<file path="src/design/fts_pkg.sv">
`timescale 1ns / 1ps
`default_nettype none

package fts_pkg;

    // Thread count; numbers beyond 15 cannot be carried, so above 16 acts as 16
    localparam int NumThreads = 16;
    localparam int EffThreads = (NumThreads >= 16) ? 16 : NumThreads;

    // Bit per thread that is present
    localparam logic [15:0] PresentMask = 16'((33'd1 << EffThreads) - 33'd1);

    // One scheduling point as held in the input register
    typedef struct packed {
        logic [3:0]  last_thread;
        logic [15:0] enabled_mask;
        logic        is_yield;
    } t_sched_item;

    // One scheduling decision
    typedef struct packed {
        logic [3:0]  chosen_thread;
        logic        chosen_valid;
        logic [15:0] fair_mask;
    } t_sched_result;

endpackage

`default_nettype wire

</file>
<file path="src/design/fts_core.sv">
`timescale 1ns / 1ps
`default_nettype none

module fts_core (
    input  wire                       i_clk,
    input  wire                       i_rst_n,
    input  wire                       i_advance,
    input  wire fts_pkg::t_sched_item i_item,
    output logic [15:0]               o_fair_mask
);

    // Per-thread window sets and priority matrix
    logic [15:0] r_esy [16];
    logic [15:0] r_dsy [16];
    logic [15:0] r_ssy [16];
    logic [15:0] r_pri [16];
    logic [15:0] r_prev_en;

    logic [15:0] n_esy [16];
    logic [15:0] n_dsy [16];
    logic [15:0] n_ssy [16];
    logic [15:0] n_pri [16];

    logic [3:0]  t;
    logic [15:0] en;
    logic [15:0] tbit;
    logic        t_present;
    logic [15:0] esy_t;
    logic [15:0] dsy_t;
    logic [15:0] ssy_t;
    logic [15:0] gain;
    logic [15:0] blocked;

    assign t         = i_item.last_thread;
    assign en        = i_item.enabled_mask & fts_pkg::PresentMask;
    assign tbit      = 16'd1 << t;
    assign t_present = |(fts_pkg::PresentMask & tbit);

    // Last thread's rows after the step update, before a yield resets them
    always_comb begin
        esy_t = r_esy[t];
        dsy_t = r_dsy[t];
        ssy_t = r_ssy[t];
        if (t_present) begin
            esy_t = r_esy[t] & en;
            dsy_t = r_dsy[t] | (r_prev_en & ~en);
            ssy_t = r_ssy[t] | tbit;
        end
        gain = (esy_t | dsy_t) & ~ssy_t;
    end

    // Row updates, all threads in parallel
    always_comb begin
        for (int u = 0; u < 16; u++) begin
            n_esy[u] = r_esy[u];
            n_dsy[u] = r_dsy[u];
            n_ssy[u] = r_ssy[u];
            if (fts_pkg::PresentMask[u]) begin
                n_esy[u] = r_esy[u] & en;
                n_ssy[u] = r_ssy[u] | tbit;
                if (4'(u) == t) begin
                    n_dsy[u] = r_dsy[u] | (r_prev_en & ~en);
                end
            end
            if (i_item.is_yield && (4'(u) == t)) begin
                n_esy[u] = en;
                n_dsy[u] = '0;
                n_ssy[u] = '0;
            end
            n_pri[u] = (4'(u) == t) ? 16'd0 : r_pri[u];
            if (i_item.is_yield && gain[u]) begin
                n_pri[u] = n_pri[u] | tbit;
            end
        end
    end

    // Threads blocked by some enabled thread with priority over them
    always_comb begin
        blocked = '0;
        for (int u = 0; u < 16; u++) begin
            if (en[u]) begin
                blocked = blocked | n_pri[u];
            end
        end
        o_fair_mask = en & ~blocked;
    end

    // State commits when the item moves to the result register
    always_ff @(posedge i_clk) begin
        if (!i_rst_n) begin
            for (int u = 0; u < 16; u++) begin
                r_esy[u] <= '0;
                r_dsy[u] <= '0;
                r_ssy[u] <= '0;
                r_pri[u] <= '0;
            end
            r_prev_en <= '0;
        end else if (i_advance) begin
            for (int u = 0; u < 16; u++) begin
                r_esy[u] <= n_esy[u];
                r_dsy[u] <= n_dsy[u];
                r_ssy[u] <= n_ssy[u];
                r_pri[u] <= n_pri[u];
            end
            r_prev_en <= en;
        end
    end

endmodule

`default_nettype wire

</file>
<file path="src/design/fts_pick.sv">
`timescale 1ns / 1ps
`default_nettype none

module fts_pick (
    input  wire [3:0]              i_last_thread,
    input  wire [15:0]             i_fair_mask,
    output fts_pkg::t_sched_result o_result
);

    logic [3:0] low_idx;
    logic       any_fair;

    // Lowest fair-enabled thread
    always_comb begin
        low_idx  = '0;
        any_fair = |i_fair_mask;
        for (int u = 15; u >= 0; u--) begin
            if (i_fair_mask[u]) begin
                low_idx = 4'(u);
            end
        end
    end

    // Keep the last thread when it is still fair-enabled
    always_comb begin
        o_result.fair_mask    = i_fair_mask;
        o_result.chosen_valid = any_fair;
        if (i_fair_mask[i_last_thread]) begin
            o_result.chosen_thread = i_last_thread;
        end else begin
            o_result.chosen_thread = low_idx;
        end
    end

endmodule

`default_nettype wire

</file>
<file path="src/design/fair_thread_scheduler.sv">
`timescale 1ns / 1ps
`default_nettype none

// An accepted input beat is held in the input register, then in the result register.
// Throughput: one scheduling point per cycle unless the result stalls; the window
// sets and priority matrix update in one pass between input and result registers.
// Reset: synchronous, active low; clears all per-thread sets, the priority
// matrix, the previous enabled mask and both valid flags.
module fair_thread_scheduler (
    input  wire        i_clk,
    input  wire        i_rst_n,
    input  wire        i_in_valid,
    output logic       o_in_ready,
    input  wire [3:0]  i_last_thread,
    input  wire [15:0] i_enabled_mask,
    input  wire        i_is_yield,
    output logic       o_out_valid,
    input  wire        i_out_ready,
    output logic [3:0] o_chosen_thread,
    output logic       o_chosen_valid,
    output logic [15:0] o_fair_mask
);

    fts_pkg::t_sched_item   r_item;
    logic                   r_in_valid;
    fts_pkg::t_sched_result r_result;
    logic                   r_out_valid;

    logic                   advance;
    logic [15:0]            fair_mask;
    fts_pkg::t_sched_result pick_result;

    // Input register moves on when the result register is free or drains
    assign advance    = r_in_valid && (!r_out_valid || i_out_ready);
    assign o_in_ready = !r_in_valid || advance;

    always_ff @(posedge i_clk) begin
        if (!i_rst_n) begin
            r_in_valid <= 1'b0;
        end else if (o_in_ready) begin
            r_in_valid <= i_in_valid;
        end
    end

    always_ff @(posedge i_clk) begin
        if (o_in_ready && i_in_valid) begin
            r_item.last_thread  <= i_last_thread;
            r_item.enabled_mask <= i_enabled_mask;
            r_item.is_yield     <= i_is_yield;
        end
    end

    fts_core u_core (
        .i_clk       (i_clk),
        .i_rst_n     (i_rst_n),
        .i_advance   (advance),
        .i_item      (r_item),
        .o_fair_mask (fair_mask)
    );

    fts_pick u_pick (
        .i_last_thread (r_item.last_thread),
        .i_fair_mask   (fair_mask),
        .o_result      (pick_result)
    );

    // Result register
    always_ff @(posedge i_clk) begin
        if (!i_rst_n) begin
            r_out_valid <= 1'b0;
        end else if (advance) begin
            r_out_valid <= 1'b1;
        end else if (i_out_ready) begin
            r_out_valid <= 1'b0;
        end
    end

    always_ff @(posedge i_clk) begin
        if (advance) begin
            r_result <= pick_result;
        end
    end

    assign o_out_valid     = r_out_valid;
    assign o_chosen_thread = r_result.chosen_thread;
    assign o_chosen_valid  = r_result.chosen_valid;
    assign o_fair_mask     = r_result.fair_mask;

`ifndef SYNTH
    // Chosen flag agrees with the fair mask
    a_valid_matches_mask: assert property (@(posedge i_clk) disable iff (!i_rst_n)
        r_out_valid |-> (r_result.chosen_valid == (|r_result.fair_mask)))
        else $error("chosen_valid disagrees with fair_mask");

    // A chosen thread is fair-enabled
    a_chosen_is_fair: assert property (@(posedge i_clk) disable iff (!i_rst_n)
        (r_out_valid && r_result.chosen_valid) |-> r_result.fair_mask[r_result.chosen_thread])
        else $error("chosen thread not fair-enabled");

    // No choice reports thread zero
    a_none_is_zero: assert property (@(posedge i_clk) disable iff (!i_rst_n)
        (r_out_valid && !r_result.chosen_valid) |-> (r_result.chosen_thread == 4'd0))
        else $error("chosen_thread nonzero with no choice");

    // A stalled result beat stays valid and unchanged, also while a new item waits in the input register
    a_result_held: assert property (@(posedge i_clk) disable iff (!i_rst_n)
        (r_out_valid && !i_out_ready) |=> (r_out_valid && $stable(r_result)))
        else $error("stalled result changed");
`endif

endmodule

`default_nettype wire
</file>
<file path="config.mk">
export PLATFORM = sky130hd
export DESIGN_NAME = fair_thread_scheduler
export DESIGN_NICKNAME = d
export VERILOG_FILES = /design/src/design/fts_pkg.sv /design/src/design/fts_core.sv /design/src/design/fts_pick.sv /design/src/design/fair_thread_scheduler.sv
export SDC_FILE = /design/constraint.sdc
export NUM_CORES = 2
export LEC_CHECK = 0
export BUFFER_PORTS_ARGS = -buffer_cell sky130_fd_sc_hd__clkbuf_2
export CAP_MARGIN = 30
export CORE_MARGIN = 2
export CORE_UTILIZATION = 29
export CTS_CLUSTER_DIAMETER = 40
export DETAILED_ROUTE_END_ITERATION = 8
export GPL_TIMING_DRIVEN = 0
export PLACE_DENSITY_LB_ADDON = 0.05
export SYNTH_ARGS = -nofsm -noshare
export SYNTH_HDL_FRONTEND = slang
export SYNTH_SLANG_ARGS = --single-unit
</file>
<file path="constraint.sdc">
create_clock -name i_clk -period 28 [get_ports i_clk]
set_input_delay 4.2 -clock i_clk [delete_from_list [all_inputs] [get_ports i_clk]]
set_output_delay 4.2 -clock i_clk [all_outputs]
set_load 0.05 [all_outputs]
</file>
==> run metrics <==
first-pass GRT wire length 329000 um; CTS tree done; Yosys top cell by area edfxtp_1; clock skew 35.1 ps; clock edge transition at the registers on the reported setup and hold paths 50 ps; measured slew at the worst slew-check pin 1100 ps; Die H 428 um; # resized after CTS 0; Syn Nets 4571; f_max 0.111 GHz; Layout area overhead 24.4%; final setup fails 0; initial antenna violation count 7; layout cells sized above 1 13.8%; routed length per instance 32.1 um; Crit. End Element output pin; number of synthesized flops with an enable pin 1066; dpl ws 18690 ps; drt drc 0; Cell Rows 155; nets@finish 4954; vias per cell 5.37; crit share post-route 32.3%; RSZ-0062 raised after global routing no; cell area after synthesis 0.0522 mm^2; clock root buffer clkbuf_16; Slew headroom 26.8%; DRT Pass-1 Iters 6; largest net degree at the start of global routing 112; Distinct cells, synth 80; Initial Utilization 29.2%; Yosys top cell area share 61.3%; outcome finished clean; total track usage 25.7%; hpwl dp 168000 um; final cell count without fillers 7478; Overflow after GRT 0; DR WL met3 13800 um; top post-synthesis cells by area edfxtp_1, nor2_1, a22oi_1; final hold viol count 0; Hold Worst Slack 442 ps; WP data required 23800 ps; PwrDens 82.4 mW/mm^2; cells after synthesis 4546; MaxCap Viol Count 0; total number of yosys warnings 0; placed cells 7058; peak supply drop 0.0572 mV; core area 0.179 mm^2; routability cong. 0.883; final WL 240000 um; worst hold path type reg -> reg; vias in the first global route 38824; met1 wire length 105000 um; Slew Viols, Final 0; Sink Count 1088; Die Wd 428 um; asr flop ratio synth 0%; # hold bufs at CTS 0; WS Path Type in -> out; DR WL met2 111000 um; Lkg Pwr 23.8 nW; I/O Pins 48; sequential area share after synthesis 62.1%; Post-DRT Antenna Nets 0; drt initial violations 4822; total number of vias 40147; H-tree levels 4; synthesis-stage register bit count 1088; CTS max path bufs 3; clock buffers created by TritonCTS 219; port bufs 47; Clock Latency Late Sink 860 ps; Period minus WS final 9040 ps; nature of the critical path startpoint input port; placed cell area 0.0574 mm^2; Setup WS post-layout 18960 ps; Final Cell Area 0.0650 mm^2; CP arrival 4840 ps; postcts setup bufs 0; critical path fanouts, max 4; syn_area_per_cell 11.5 um^2; Overall Power 0.00535 W; DIE AREA 0.184 mm^2; Top Layer Used met5; most common flop cell mapped by yosys edfxtp_1
-- cell usage in the layout (no fill, tap or decap), types with 14 or more instances in the layout --
master,netlist,final
a211oi_1,18,18
buf_6,18,34
o21a_1,162,162
nand3_1,36,36
buf_8,4,66
edfxtp_1,1066,1066
buf_16,0,14
dfxtp_1,22,22
nor2_1,1550,1550
a21oi_1,97,97
buf_4,21,28
a221oi_1,31,31
nor3_1,15,14
and3_1,18,18
nand4_1,31,31
buf_2,18,22
clkinv_1,3,37
clkbuf_1,316,351
a22oi_1,321,321
bufinv_16,0,35
a22o_1,40,40
clkbuf_2,0,47
mux4_2,74,74
clkbuf_16,0,223
nand2_1,171,171
nor2b_1,52,52
and2_1,29,29
clkinv_2,0,43
a21o_1,17,17
mux2i_1,224,224
-- cell type report --
cell class / count / area [um^2]
diodes: 1 / 2.50
plain buffers: 389 / 1740
clock buffers: 261 / 5750
clock inverters: 153 / 1820
fillers: 17846 / 114000
inverters: 12 / 52.6
multi-input cells: 3057 / 18200
flip-flops and latches: 1088 / 32500
well taps: 2355 / 2950
repair buffers: 162 / 2040
-- worst max-delay path, cell delays in order --
cell and delay (ps):
clkbuf_2 80, nor2b_1 210, nand2_1 110, clkbuf_2 240
-- registers in the layout, summed over array words and instances (netlist names), named ones only --
register / flops
u_core.r_dsy: 256
o_chosen_thread: 4
o_fair_mask: 16
u_core.r_ssy: 256
r_in_valid: 1
o_out_valid: 1
u_core.r_pri: 256
r_item: 21
o_chosen_valid: 1
u_core.r_prev_en: 16
u_core.r_esy: 256
-- cell families (layout without fill, tap and decap cells) --
family                 count (synthesis)  count (layout)  synth area share (%)
AND/OR/NAND/NOR                     1970            1970                  15.5
other                                  0               1                     0
AO/OA/AOI/OAI                        772             772                  11.0
flip-flops                          1088            1088                  62.1
multiplexers                         315             315                  8.01
buffers and inverters                401             977                  3.42
-- per-layer routing --
layer,vias up,global-route usage [%]
met5,-,0
met4,6,9.79
met3,394,3.63
met2,1548,41.0
met1,20782,35.2
li1,17417,-
-- through the flow --
step	TNS [ps]	util, %
floorplan	0	-
global placement	-3173070	31.0
detailed placement	0	32.1
CTS	0	36.3
global route	0	36.4
finish	0	36.4
-- worst paths after layout --
path	startpoint	to	slack, ps	cells past startpoint
max	i_out_ready	o_in_ready	18960	4
min	u_core.r_prev_en[11]$_SDFFE_PN0P_	u_core.r_prev_en[11]$_SDFFE_PN0P_	440	1
max reg2reg	flip-flop	o_chosen_thread[0]$_DFFE_PP_	21080	17
min reg2reg	u_core.r_prev_en[11]$_SDFFE_PN0P_	u_core.r_prev_en[11]$_SDFFE_PN0P_	440	1
-- cell usage after synthesis, drive strengths merged, types with 3 or more instances --
master	instances
nor2	1550
edfxtp	1066
a22oi	321
clkbuf	316
mux2i	224
nand2	171
o21a	162
a21oi	97
mux4	79
buf	73
nor2b	52
a22o	41
nand3	37
and2	36
a221oi	31
nand4	31
o21ai	28
dfxtp	22
a211oi	18
and3	18
a21o	17
nor3	15
nand2b	13
mux2	12
a31oi	9
inv	9
nor4	9
or2	9
a222oi	7
or3	7
a221o	5
a32oi	5
nor4bb	5
a211o	4
a31o	4
nand4b	4
o22ai	4
a2111oi	3
a21boi	3
and4	3
clkinv	3
nor4b	3
or4	3
-- where the power goes --
part | leakage [nW] | switching, W | internal (W)
registers | 11.4 | 0.0000664 | 0.00192
clock network | 3.68 | 0.000936 | 0.00178
logic | 8.78 | 0.000459 | 0.000194
No activity file was read; power rests on OpenSTA's default activity.
